`src/rtl/core/lfd_pkg.sv`:
```
// ----------------------------------------------------------------------------
// lfd_pkg: shared constants and types for the LED frame-stream decoder
// Holds protocol bytes, register indexes, command codes and the result record.
// ----------------------------------------------------------------------------
package lfd_pkg;

	// Header protocol bytes
	localparam logic [7:0] MAGIC0    = 8'h41;   // 'A'
	localparam logic [7:0] MAGIC1    = 8'h64;   // 'd'
	localparam logic [7:0] MAGIC2    = 8'h61;   // 'a'
	localparam logic [7:0] CHECK_XOR = 8'h55;

	// Pixel geometry
	localparam int unsigned LED_COUNT = 256;
	localparam int unsigned PIX_W     = $clog2(LED_COUNT + 1);
	localparam logic [PIX_W-1:0] LED_LIMIT = PIX_W'(LED_COUNT);

	// Byte positions inside the header
	localparam logic [2:0] POS_HIGH  = 3'd3;
	localparam logic [2:0] POS_LOW   = 3'd4;
	localparam logic [2:0] POS_CHECK = 3'd5;
	// Last color channel inside a pixel
	localparam logic [2:0] POS_LAST_CH = 3'd2;

	// Reset values of the configuration registers
	localparam logic [15:0] TIMEOUT_TICKS_RST = 16'd1000;
	localparam logic [7:0]  TIMEOUT_LIMIT_RST = 8'd10;

	// Configuration register indexes
	typedef enum logic [1:0] {
		REG_LEDS_ENABLED  = 2'd0,
		REG_TIMEOUT_TICKS = 2'd1,
		REG_TIMEOUT_LIMIT = 2'd2
	} reg_index_t;

	// Input command kinds
	typedef enum logic {
		CMD_BYTE = 1'b0,
		CMD_TICK = 1'b1
	} command_t;

	// One result item
	typedef struct packed {
		logic       leds_off;
		logic       send_ping;
		logic       show_leds;
		logic       clear_leds;
		logic [7:0] color_value;
		logic [1:0] color_channel;
		logic [7:0] pixel_index;
		logic       pixel_write;
	} result_t;

endpackage

```
`src/rtl/core/led_stream_frame_decoder_core.sv`:
```
// ----------------------------------------------------------------------------
// led_stream_frame_decoder_core: serial LED frame-stream decoder
// Parses header and pixel bytes, counts idle ticks, emits one result per item.
// ----------------------------------------------------------------------------
//  channel   | direction | handshake                    | payload
//  s_axis    | in        | s_axis_tvalid/s_axis_tready  | tdata: data_byte; tuser: command
//  m_axis    | out       | m_axis_tvalid/m_axis_tready  | tdata: result record
//  cfg       | in        | cfg_valid/cfg_ready          | cfg_index, cfg_data
//
//  One item per cycle while the result side does not stall; its result is written
//  into the result register at the edge that takes the input transaction. Parser
//  and timeout state update in that same edge, so the next item sees them at once.
//  The input side stays ready while the result register is empty or is being
//  drained; a stalled result blocks only new input transactions.
//  arst_n resets parser, counters, config and valid, not the count bytes or payload.
//  Configuration writes are always accepted.
module led_stream_frame_decoder_core
	import lfd_pkg::*;
(
	input  logic        clk,
	input  logic        arst_n,
	// input stream
	input  logic        s_axis_tvalid,
	output logic        s_axis_tready,
	input  logic [7:0]  s_axis_tdata,   // [7:0] data_byte
	input  logic        s_axis_tuser,   // [0] command
	// result stream
	output logic        m_axis_tvalid,
	input  logic        m_axis_tready,
	output logic [23:0] m_axis_tdata,   // [0] pixel_write, [8:1] pixel_index,
	                                    // [10:9] color_channel, [18:11] color_value,
	                                    // [19] clear_leds, [20] show_leds,
	                                    // [21] send_ping, [22] leds_off, [23] zero
	// configuration writes
	input  logic        cfg_valid,
	output logic        cfg_ready,
	input  logic [1:0]  cfg_index,
	input  logic [15:0] cfg_data
);

	// Configuration registers
	logic        leds_enabled_q;
	logic [15:0] timeout_ticks_q;
	logic [7:0]  timeout_limit_q;

	// Parser and timeout state
	logic             in_data_mode_q;
	logic [2:0]       byte_position_q;
	logic [7:0]       count_high_q;
	logic [7:0]       count_low_q;
	logic [16:0]      pixels_remaining_q;
	logic [PIX_W-1:0] current_pixel_q;
	logic [15:0]      idle_ticks_q;
	logic [7:0]       ping_count_q;

	// Next-state values
	logic             in_data_mode_d;
	logic [2:0]       byte_position_d;
	logic [7:0]       count_high_d;
	logic [7:0]       count_low_d;
	logic [16:0]      pixels_remaining_d;
	logic [PIX_W-1:0] current_pixel_d;
	logic [15:0]      idle_ticks_d;
	logic [7:0]       ping_count_d;

	result_t result_d;
	result_t result_q;
	logic    out_valid_q;
	logic    in_accept;

	logic [7:0]  magic_byte;
	logic [15:0] ticks_inc;
	logic [7:0]  pings_inc;
	logic        pixel_in_range;

	assign cfg_ready     = 1'b1;
	assign s_axis_tready = !out_valid_q || m_axis_tready;
	assign in_accept     = s_axis_tvalid && s_axis_tready;
	assign m_axis_tvalid = out_valid_q;
	assign m_axis_tdata  = {1'b0, result_q};

	// Store configuration writes
	always_ff @(posedge clk or negedge arst_n) begin
		if (!arst_n) begin
			leds_enabled_q  <= 1'b0;
			timeout_ticks_q <= TIMEOUT_TICKS_RST;
			timeout_limit_q <= TIMEOUT_LIMIT_RST;
		end else if (cfg_valid && cfg_ready) begin
			case (cfg_index)
				REG_LEDS_ENABLED:  leds_enabled_q  <= cfg_data[0];
				REG_TIMEOUT_TICKS: timeout_ticks_q <= cfg_data;
				REG_TIMEOUT_LIMIT: timeout_limit_q <= cfg_data[7:0];
				default: ;
			endcase
		end
	end

	// Pick the expected magic byte for the header position
	always_comb begin
		case (byte_position_q)
			3'd0:    magic_byte = MAGIC0;
			3'd1:    magic_byte = MAGIC1;
			default: magic_byte = MAGIC2;
		endcase
	end

	assign ticks_inc      = (idle_ticks_q == 16'hFFFF) ? idle_ticks_q : idle_ticks_q + 16'd1;
	assign pings_inc      = (ping_count_q < timeout_limit_q) ? ping_count_q + 8'd1
	                                                          : ping_count_q;
	assign pixel_in_range = current_pixel_q < LED_LIMIT;

	// Decode one item: parser step or timeout step
	always_comb begin
		in_data_mode_d     = in_data_mode_q;
		byte_position_d    = byte_position_q;
		count_high_d       = count_high_q;
		count_low_d        = count_low_q;
		pixels_remaining_d = pixels_remaining_q;
		current_pixel_d    = current_pixel_q;
		idle_ticks_d       = idle_ticks_q;
		ping_count_d       = ping_count_q;
		result_d           = '0;

		if (s_axis_tuser == CMD_BYTE) begin
			idle_ticks_d = '0;
			ping_count_d = '0;
			if (in_data_mode_q) begin
				// Pixel channel byte
				if (leds_enabled_q && pixel_in_range) begin
					result_d.pixel_write   = 1'b1;
					result_d.pixel_index   = current_pixel_q[7:0];
					result_d.color_channel = byte_position_q[1:0];
					result_d.color_value   = s_axis_tdata;
				end
				if (byte_position_q >= POS_LAST_CH) begin
					byte_position_d = '0;
					if (pixel_in_range)
						current_pixel_d = current_pixel_q + 1'b1;
					if (pixels_remaining_q != '0)
						pixels_remaining_d = pixels_remaining_q - 17'd1;
				end else begin
					byte_position_d = byte_position_q + 3'd1;
				end
				// Frame done: show if enabled and return to header mode
				if (pixels_remaining_d == '0) begin
					result_d.show_leds = leds_enabled_q;
					byte_position_d    = '0;
					in_data_mode_d     = 1'b0;
				end
			end else begin
				// Header byte
				if (byte_position_q < POS_HIGH) begin
					byte_position_d = (s_axis_tdata == magic_byte) ? byte_position_q + 3'd1
					                                               : 3'd0;
				end else if (byte_position_q == POS_HIGH) begin
					count_high_d    = s_axis_tdata;
					byte_position_d = POS_LOW;
				end else if (byte_position_q == POS_LOW) begin
					count_low_d     = s_axis_tdata;
					byte_position_d = POS_CHECK;
				end else begin
					if (byte_position_q == POS_CHECK &&
					    (count_high_q ^ count_low_q ^ CHECK_XOR) == s_axis_tdata) begin
						current_pixel_d     = '0;
						pixels_remaining_d  = {1'b0, count_high_q, count_low_q} + 17'd1;
						in_data_mode_d      = 1'b1;
						result_d.clear_leds = 1'b1;
					end
					byte_position_d = '0;
				end
			end
		end else begin
			// Idle tick: count, ping, and reset the parser at the limit
			idle_ticks_d = ticks_inc;
			if (ticks_inc >= timeout_ticks_q) begin
				result_d.send_ping = 1'b1;
				idle_ticks_d       = '0;
				ping_count_d       = pings_inc;
				if (pings_inc == timeout_limit_q) begin
					in_data_mode_d     = 1'b0;
					byte_position_d    = '0;
					pixels_remaining_d = '0;
					current_pixel_d    = '0;
					result_d.leds_off  = 1'b1;
				end
			end
		end
	end

	// Advance state on each input transaction
	always_ff @(posedge clk or negedge arst_n) begin
		if (!arst_n) begin
			in_data_mode_q     <= 1'b0;
			byte_position_q    <= '0;
			pixels_remaining_q <= '0;
			current_pixel_q    <= '0;
			idle_ticks_q       <= '0;
			ping_count_q       <= '0;
			out_valid_q        <= 1'b0;
		end else begin
			if (in_accept) begin
				in_data_mode_q     <= in_data_mode_d;
				byte_position_q    <= byte_position_d;
				pixels_remaining_q <= pixels_remaining_d;
				current_pixel_q    <= current_pixel_d;
				idle_ticks_q       <= idle_ticks_d;
				ping_count_q       <= ping_count_d;
				out_valid_q        <= 1'b1;
			end else if (m_axis_tready) begin
				out_valid_q <= 1'b0;
			end
		end
	end

	// Hold count bytes and the result payload
	always_ff @(posedge clk) begin
		if (in_accept) begin
			count_high_q <= count_high_d;
			count_low_q  <= count_low_d;
			result_q     <= result_d;
		end
	end

	// Checks on decoder state and result
	a_pixel_bound: assert property (@(posedge clk) disable iff (!arst_n)
		current_pixel_q <= LED_LIMIT)
		else $error("current pixel beyond LED count");

	a_data_position: assert property (@(posedge clk) disable iff (!arst_n)
		in_data_mode_q |-> byte_position_q <= POS_LAST_CH)
		else $error("channel position out of range in data mode");

	a_unused_fields: assert property (@(posedge clk) disable iff (!arst_n)
		(m_axis_tvalid && !result_q.pixel_write) |->
		(result_q.pixel_index == '0 && result_q.color_channel == '0 &&
		 result_q.color_value == '0))
		else $error("pixel fields set without a pixel write");

	a_clear_show: assert property (@(posedge clk) disable iff (!arst_n)
		m_axis_tvalid |-> !(result_q.clear_leds && result_q.show_leds))
		else $error("clear and show in the same result");

	a_tick_quiet: assert property (@(posedge clk) disable iff (!arst_n)
		(in_accept && s_axis_tuser == CMD_TICK) |=>
		(!result_q.pixel_write && !result_q.clear_leds && !result_q.show_leds))
		else $error("tick produced a frame result");

endmodule

```
`config.mk`:
```
export PLATFORM = sky130hd
export DESIGN_NAME = led_stream_frame_decoder_core
export DESIGN_NICKNAME = d
export VERILOG_FILES = /design/src/rtl/core/lfd_pkg.sv /design/src/rtl/core/led_stream_frame_decoder_core.sv
export SDC_FILE = /design/constraint.sdc
export NUM_CORES = 1
export LEC_CHECK = 0
export BUFFER_PORTS_ARGS = -buffer_cell sky130_fd_sc_hd__buf_2
export CAP_MARGIN = 5
export CORE_AREA = 2 2 131 133
export CTS_BUF_LIST = sky130_fd_sc_hd__clkbuf_2 sky130_fd_sc_hd__clkbuf_4 sky130_fd_sc_hd__clkbuf_8
export DETAILED_ROUTE_END_ITERATION = 10
export DIE_AREA = 0 0 133 135
export GPL_TIMING_DRIVEN = 0
export PLACE_DENSITY_LB_ADDON = 0.3
export SETUP_SLACK_MARGIN = 0.3
export SYNTH_ARGS = -nofsm -noshare
export SYNTH_HDL_FRONTEND = slang
export SYNTH_SLANG_ARGS = --single-unit
```
`constraint.sdc`:
```
create_clock -name clk -period 5 [get_ports clk]
set_clock_uncertainty 0.05 [all_clocks]
set_input_delay 0.5 -clock clk [delete_from_list [all_inputs] [get_ports clk]]
set_output_delay 0.5 -clock clk [all_outputs]
set_load 0.01 [all_outputs]
```
==> summary.md, run 1 <==
| Metric | Value |
|---|---|
| Internal power | `0.002105 W` |
| Gate count after technology mapping | `roughly 760` |
| Setup TNS | `0 ps` |
| Starting density of the core | `0.4439` |
| First-pass GRT wire length | `between 20 and 30 mm` |
| Critical path launch point type | `flop` |
| # DRC | `0` |
| Ys flop type | `dfrtp_1` |
| Fillers | `~1,500` |
| H-tree level count | `4` |
| Worst Hold Class | `in2reg` |
| Vias in the first global route | `5,689` |
| Fraction of layout cells with a size suffix above 1 | `0.2383` |
| Crit path DAT | `5060 ps` |
| Worst path cell trace | `clkbuf_8 -> and4_4 -> nand4_1 -> or4_4 -> or3_4 -> buf_6 -> nor2b_4 -> buf_6 -> and3_4 -> xor2_2 -> ha_1 -> buf_4 -> nand4_1 -> nor2_1 -> and3_1 -> a22oi_2 -> and3_1 -> clkbuf_8 -> nor2_4 -> o211ai_4 -> buf_4 -> a21o_1 -> a221o_1` |
| Post-synth ARST share | `0.6723` |
| Gr ovfl total | `0` |
| Num CTS Buffers | `17` |
| Psw | `~0.0011 W` |
| CTS sink cnt | `between 100 and 150` |
| Clock Power Share | `0.304` |
| Maximum VDD drop | `approximately 270 uV` |
| WHS Path Cells | `2` |
| RSZ-0062 raised after global routing | `yes` |
| Period utilisation layout | `0.9536` |
| Latest clock arrival within the worst-skew pair | `roughly 450 ps` |
| Status | `finished clean` |
| Total iterations of the first detailed-routing run | `5` |
| Detailed placement HPWL | `roughly 13 mm` |
| Routed wire length | `approximately 18 mm` |
| Routed wire length per instance | `between 15 and 20 um` |
| R2R cell count | `23` |
| Sequential share of power | `0.405` |
| Combinational share of power | `0.291` |
| Clk buf depth | `2` |
| Rel. slew slack | `0.4826` |
| Ys Warns | `0` |
| Worst Path Class, Setup | `reg2reg` |
| Number of synthesized flops with an enable pin | `39` |
| FF+latch count, synth | `about 120` |
| Crit-path max FO | `7` |
| Avg Inst Size Synth | `around 9.6 um2` |
| Crit path required time | `approximately 5300 ps` |
| Final Setup Violations | `0` |
| Worst reg2reg setup slack | `~230 ps` |
| Final weighted congestion in routability-driven placement | `between 0.8 and 0.9` |
| P&R area growth vs syn | `19.91%` |
| Final hold vios | `0` |
| CTS tree | `built` |
| Die area | `approximately 18,000 um2` |
| Final core utilization | `0.5323` |
| Total core area | `roughly 16,000 um2` |
| Largest net degree at the start of global routing | `42` |
| Die Span X | `133 um` |
| Antenna viol nets, final | `0` |
| Clk root buf | `clkbuf_8` |
| Synthesized area | `between 7000 and 8000 um2` |
| Chip height | `approximately 140 um` |
| CP peak stage delay | `570 ps` |
| Via Count | `slightly above 6,000` |
| Leak | `about 3.7 nW` |
| Slew @ Worst Pin | `just under 800 ps` |
| Post-synthesis sequential area ratio | `0.4370` |
| Io pins | `between 50 and 60` |
| Net Count, Synth | `826` |
| Vias per cell | `5.570` |
| Clock-pin slew on the worst setup and hold paths | `about 80 ps` |
| Site row count | `47` |
| Initial antenna violation count | `0` |
| 1st-iter DRT viols | `slightly below 500` |
| Final Max Slew Viols | `0` |
| Synth unique cells | `66` |
| MaxCap Viol Count | `0` |
| Max Freq | `between 200 and 250 MHz` |
| Final Net Count | `roughly 930` |
| Diode count | `0` |
| CP endpoint kind | `flop` |
| PwrDens | `362.8 nW/um2` |
| Slowest cell on crit path | `or4_4` |
| Final min period | `between 4000 and 5000 ps` |
| Global Route Usage Sum | `0.2043` |
| Switching Fraction | `0.3355` |
| Port bufs | `55` |
placed cells by master (no fill, tap or decap), drive strengths merged, types with 4 or more instances in the layout:
cell type	instances
nor2	56
o31ai	15
nand2b	7
or4	4
ha	33
xor2	20
nand3	27
bufinv	4
nor2b	7
a31oi	4
inv	39
mux2	30
xnor2	34
o21ai	62
and3	16
clkbuf	42
nor3	19
nand4	11
dfrtp	72
or2	4
nand2	67
o21a	5
or3	6
dfstp	8
a21o	7
a22o	9
a211oi	4
a21oi	36
edfxtp	39
and2	26
clkinv	6
o211ai	8
nor4	11
buf	90
flip-flops by register name, summed over array words and instances (netlist names), 9 cells and up:
signal              cells
m_axis_tdata           23
current_pixel_q         9
timeout_ticks_q        16
idle_ticks_q           16
pixels_remaining_q     17
timing repair:
| item | in CTS | in global routing |
|---|---|---|
| cloned | 0 | 1 |
| hold buffers | 1 | 0 |
| endpoints found under the setup margin | 52 | 52 |
| pin swaps | 5 | 15 |
| resized for setup | 28 | 44 |
| hold endpoints to repair | 31 | 0 |
| buffers inserted | 15 | 5 |
metrics by stage:
| step | instances | hold slack (ps) | area [um2] | setup WS [ps] | power, W |
|---|---|---|---|---|---|
| final | 1093 | 210.6 | 8733 | 231.8 | 0.003168 |
| after global routing | 1093 | 202.0 | 8733 | 18.03 | 0.003371 |
| after CTS | 1087 | 185.7 | 8556 | 285.2 | 0.003158 |
| after detailed placement | 1039 | 413.4 | 7893 | -540.6 | 0.002172 |
| after global placement | 1036 | 407.6 | 7841 | -518.0 | 0.002152 |
| after floorplan | 761 | 154.4 | 7291 | 303.2 | 0.001934 |
layout make-up:
class                      instances  area [um2]  share of cell area
clock buffer                      22       277.8             0.03181
sequential                       119        3184              0.3646
tap                              220       275.3             0.03152
buffer                            31       205.2             0.02350
inverter                          40       150.1             0.01719
timing repair buffer              80       526.8             0.06032
clock inverter                    10       152.6             0.01748
multi-input combinational        571        3961              0.4536
critical path: cells and delay by family, from the launching register on:
kind,cells,cell delay [ps]
fa+ha+maj,1,300
xor+xnor,1,140
compound gates,4,710
buf+inv,6,770
simple gates,11,2360
flops,1,340
metal layers:
layer,track usage,part of all wire,vias to the layer above
met5,0,0,-
met4,0.06033,0.011,0
met1,0.2848,0.48,2932
met3,0.05068,0.058,17
li1,-,-,2947
met2,0.3164,0.45,192
cells by family (layout without fill, tap and decap cells):
logic type | after synthesis | count (layout) | synth area share
other | 2 | 2 | 0.001031
and+or+nand+nor | 270 | 270 | 0.1879
buffers and inverters | 71 | 183 | 0.03865
AOI/OAI and AO/OA | 180 | 180 | 0.1646
adders and majority gates | 33 | 33 | 0.05669
xor gates and xnor gates | 54 | 54 | 0.06494
DFF | 119 | 119 | 0.4370
muxes | 32 | 32 | 0.04913
final timing paths:
path / end / from
hold reg to reg: idle_ticks_q[10]$_DFFE_PN0P_ / idle_ticks_q[10]$_DFFE_PN0P_
setup / recovery: pixels_remaining_q[8]$_DFFE_PN0P_ / idle_ticks_q[4]$_DFFE_PN0P_
setup reg to reg: pixels_remaining_q[8]$_DFFE_PN0P_ / idle_ticks_q[4]$_DFFE_PN0P_
min in group asynchronous: idle_ticks_q[4]$_DFFE_PN0P_ / arst_n
hold / removal: m_axis_tvalid$_DFFE_PN0P_ / s_axis_tvalid
max in group asynchronous: timeout_limit_q[1]$_DFFE_PN1P_ / arst_n
synthesized netlist by cell type (3+ instances only):
cell type | n | area share
or4_1 | 3 | 0.0031
o22ai_1 | 3 | 0.0026
o21a_1 | 5 | 0.0052
o311ai_0 | 3 | 0.0036
o21ai_0 | 61 | 0.042
a22oi_1 | 3 | 0.0031
o211ai_1 | 7 | 0.0072
nand2b_1 | 6 | 0.0052
ha_1 | 33 | 0.057
edfxtp_1 | 39 | 0.16
xnor2_1 | 34 | 0.041
nor2b_1 | 7 | 0.0060
clkbuf_1 | 23 | 0.012
dfstp_2 | 8 | 0.029
a21oi_1 | 36 | 0.025
nand2_1 | 66 | 0.034
nor3_1 | 18 | 0.012
a31oi_1 | 4 | 0.0034
buf_2 | 6 | 0.0041
a211oi_1 | 4 | 0.0041
a21o_1 | 7 | 0.0072
xor2_1 | 20 | 0.024
or3_1 | 6 | 0.0052
a22o_1 | 9 | 0.011
nor4_1 | 11 | 0.0094
and2_1 | 26 | 0.022
nand4_1 | 11 | 0.0094
mux2_2 | 30 | 0.046
dfrtp_1 | 72 | 0.25
and3_1 | 15 | 0.013
inv_1 | 39 | 0.020
o31ai_1 | 15 | 0.015
nand3b_1 | 3 | 0.0031
nor2_1 | 56 | 0.029
o211a_1 | 3 | 0.0041
nand3_1 | 27 | 0.019
or2_2 | 3 | 0.0026
power groups by stage:
stage	Combinational [W]	Sequential, W	Clock [W]
detailed placement	0.000874	0.00130	0
finish	0.000921	0.00128	0.000965
CTS	0.000897	0.00128	0.000981
global route	0.00104	0.00130	0.00103
floorplan	0.000669	0.00126	0
global placement	0.000858	0.00129	0
No activity file was read; power rests on OpenSTA's default activity.
==> inputs of run 2 (changes only) <==
Settings changed: GPL_TIMING_DRIVEN 0 to 1, REMOVE_ABC_BUFFERS set to 1.
Clock period 5 ns to 6.1 ns, I/O delays scaled along.
==> run 2 against run 1 <==
  * Power down 19%
  * Non-clock buffer count down 48
  * Register-to-register slack better by 530 ps
  * Clock-buffer cell count down 4
  * Largest cell class unchanged
==> summary.md, run 2 (same netlist as run 1, synthesis figures left out) <==
| Metric | Value |
|---|---|
| Status | `finished clean` |
| Max Freq | `187.4 MHz (-11%)` |
| Most frequent cells in the layout | `72 x dfrtp_1, 66 x nand2_1, 61 x o21ai_0` |
| Chip height | `135 um (unchanged)` |
| Num CTS Buffers | `17 (unchanged)` |
| Slowest cell on crit path | `or3_1` |
| # DRC | `0 (unchanged)` |
| Fillers | `1,534 (+4.4%)` |
| Diode count | `0 (unchanged)` |
| Fraction of layout cells with a size suffix above 1 | `0.1745 (-0.06371)` |
| Final Net Count | `877 (-5.2%)` |
| Crit-path max FO | `45 (+38)` |
| Largest delay contributor family on the critical path | `simple AND/OR/NAND/NOR gates` |
| Psw | `0.0008790 W (-17%)` |
| Worst Path Class, Setup | `reg2reg` |
| Gr ovfl total | `0 (unchanged)` |
| Worst Hold Class | `in2reg` |
| CP endpoint kind | `flop` |
| Die Span X | `133 um (unchanged)` |
| WP buf/inv | `0 (-6)` |
| PwrDens | `312.1 nW/um2 (-14%)` |
| Clk root buf | `clkbuf_8` |
| Die area | `17,960 um2 (unchanged)` |
| Detailed placement HPWL | `11.62 mm (-7.3%)` |
| Leak | `3.411 nW (-7.2%)` |
| Antenna viol nets, final | `0 (unchanged)` |
| Latest clock arrival within the worst-skew pair | `460 ps (about the same)` |
| Final weighted congestion in routability-driven placement | `0.8636 (-1.4%)` |
| Largest net degree at the start of global routing | `67 (+60%)` |
| PnR Total Power | `0.002562 W (-19%)` |
| Area after DPL | `7755 um2 (-1.7%)` |
| Io pins | `59 (unchanged)` |
| Slew @ Worst Pin | `1003 ps (+229.6 ps)` |
| Critical path launch point type | `flop` |
| Crit path DAT | `5620 ps (+560 ps)` |
| Initial antenna violation count | `0 (unchanged)` |
| Post-CTS Resized | `0 (-100%)` |
| Global Route Usage Sum | `0.1913 (-0.01304)` |
| Total iterations of the first detailed-routing run | `5 (unchanged)` |
| Setup TNS | `0 ps (unchanged)` |
| Largest register FFs | `23 (unchanged)` |
| Combinational share of power | `0.267 (-0.024)` |
| Starting density of the core | `0.4439 (unchanged)` |
| Routed wire length per instance | `15.70 um (-3.1%)` |
| CP peak stage delay | `480 ps (-90 ps)` |
| Rel. slew slack | `0.3252 (-0.1574)` |
| CTS tree | `built` |
| Switching Fraction | `0.3431 (+0.007579)` |
| Maximum VDD drop | `146.3 uV (-45%)` |
| Vias in the first global route | `5,525 (-2.9%)` |
| FF+latch area | `3183 um2 (about the same)` |
| 1st-iter DRT viols | `421 (-14%)` |
| Clock Power Share | `0.313 (+0.009)` |
| Area of the multi-input gates | `3819 um2 (-3.6%)` |
| Site row count | `47 (unchanged)` |
| Clock-pin slew on the worst setup and hold paths | `80 ps (about the same)` |
| Crit path required time | `6390 ps (+1100 ps)` |
| CTS sink cnt | `119 (unchanged)` |
| Commonest non-fill, non-tap cell in the layout | `dfrtp_1` |
| Via Count | `5,726 (-5.9%)` |
| Final Setup Violations | `0 (unchanged)` |
| Sequential share of power | `0.420 (+0.015)` |
| Period utilisation layout | `0.8749 (-0.07876)` |
| RSZ-0062 raised after global routing | `no` |
| MaxCap Viol Count | `0 (unchanged)` |
| Final Max Slew Viols | `0 (unchanged)` |
| P&R area growth vs syn | `12.71%` |
| Port bufs | `56 (+1.8%)` |
| Vias per cell | `5.479 (-1.6%)` |
| Routed wire length | `16.41 mm (-7.4%)` |
| Clk buf depth | `2 (unchanged)` |
| Design area | `8209 um2 (-6.0%)` |
| Total core area | `16,410 um2 (unchanged)` |
| Worst path cell trace | `and4_1 -> nand4_1 -> or4_1 -> or3_1 -> nor2b_1 -> and3_1 -> xor2_1 -> ha_1 -> a21o_1 -> a21o_1 -> a211o_1 -> a22oi_1 -> and3_1 -> nor2_1 -> o211ai_4 -> nor3_1 -> a221o_1` |
| Final min period | `5337 ps (+568.6 ps)` |
| H-tree level count | `4 (unchanged)` |
| Final hold vios | `0 (unchanged)` |
| Internal power | `0.001683 W (-20%)` |
| First-pass GRT wire length | `27.38 mm (-5.3%)` |
## run 2: area by class of cell
type	instances	share of cell area
Multi-Input combinational cell	571	0.4652
Tap cell	220	0.03353
Timing Repair Buffer	63	0.04115
Inverter	40	0.01829
Clock buffer	18	0.02942
Sequential cell	119	0.3877
Clock inverter	14	0.02469
## run 2: power by group through the flow
stage          registers [W]  clock network (W)  logic, W
3_5_place_dp         0.00109                  0  0.000676
4_1_cts              0.00107           0.000820  0.000682
3_3_place_gp         0.00109                  0  0.000669
6_report             0.00108           0.000803  0.000684
5_1_grt              0.00110           0.000852  0.000777
2_1_floorplan        0.00105                  0  0.000517
## run 2: routing by layer
metal	up-vias	wire length [um]	global-route usage
met5	-	0	0
met4	0	211	0.06213
met3	18	849	0.03904
met2	155	7443	0.2994
met1	2700	7903	0.2673
li1	2853	-	-
## run 2: final timing paths
| path | from | end | slack (ps) | cells past startpoint |
|---|---|---|---|---|
| hold / removal | s_axis_tvalid | m_axis_tvalid$_DFFE_PN0P_ | 310 | 2 |
| hold reg to reg | idle_ticks_q[10]$_DFFE_PN0P_ | idle_ticks_q[10]$_DFFE_PN0P_ | 420 | 2 |
| max in group asynchronous | arst_n | current_pixel_q[0]$_DFFE_PN0P_ | 4410 | 3 |
| min in group asynchronous | arst_n | m_axis_tvalid$_DFFE_PN0P_ | 500 | 2 |
| setup / recovery | idle_ticks_q[4]$_DFFE_PN0P_ | pixels_remaining_q[8]$_DFFE_PN0P_ | 760 | 17 |
| setup reg to reg | idle_ticks_q[4]$_DFFE_PN0P_ | pixels_remaining_q[8]$_DFFE_PN0P_ | 760 | 17 |
## run 2: repair_timing
item	in CTS	in global routing
hold buffers	1	0
hold endpoints to repair	14	0
setup buffers	0	0
## run 2: metrics by stage
step           cells  hold slack, ps  utilization  setup WS (ps)
2_1_floorplan    730           264.4            -           1496
3_3_place_gp    1012           401.2       0.4727           1046
3_5_place_dp    1012           411.5       0.4727          847.5
4_1_cts         1045           286.0       0.5003          800.5
5_1_grt         1045           315.6       0.5003          423.8
6_report        1045           310.5       0.5003          763.2
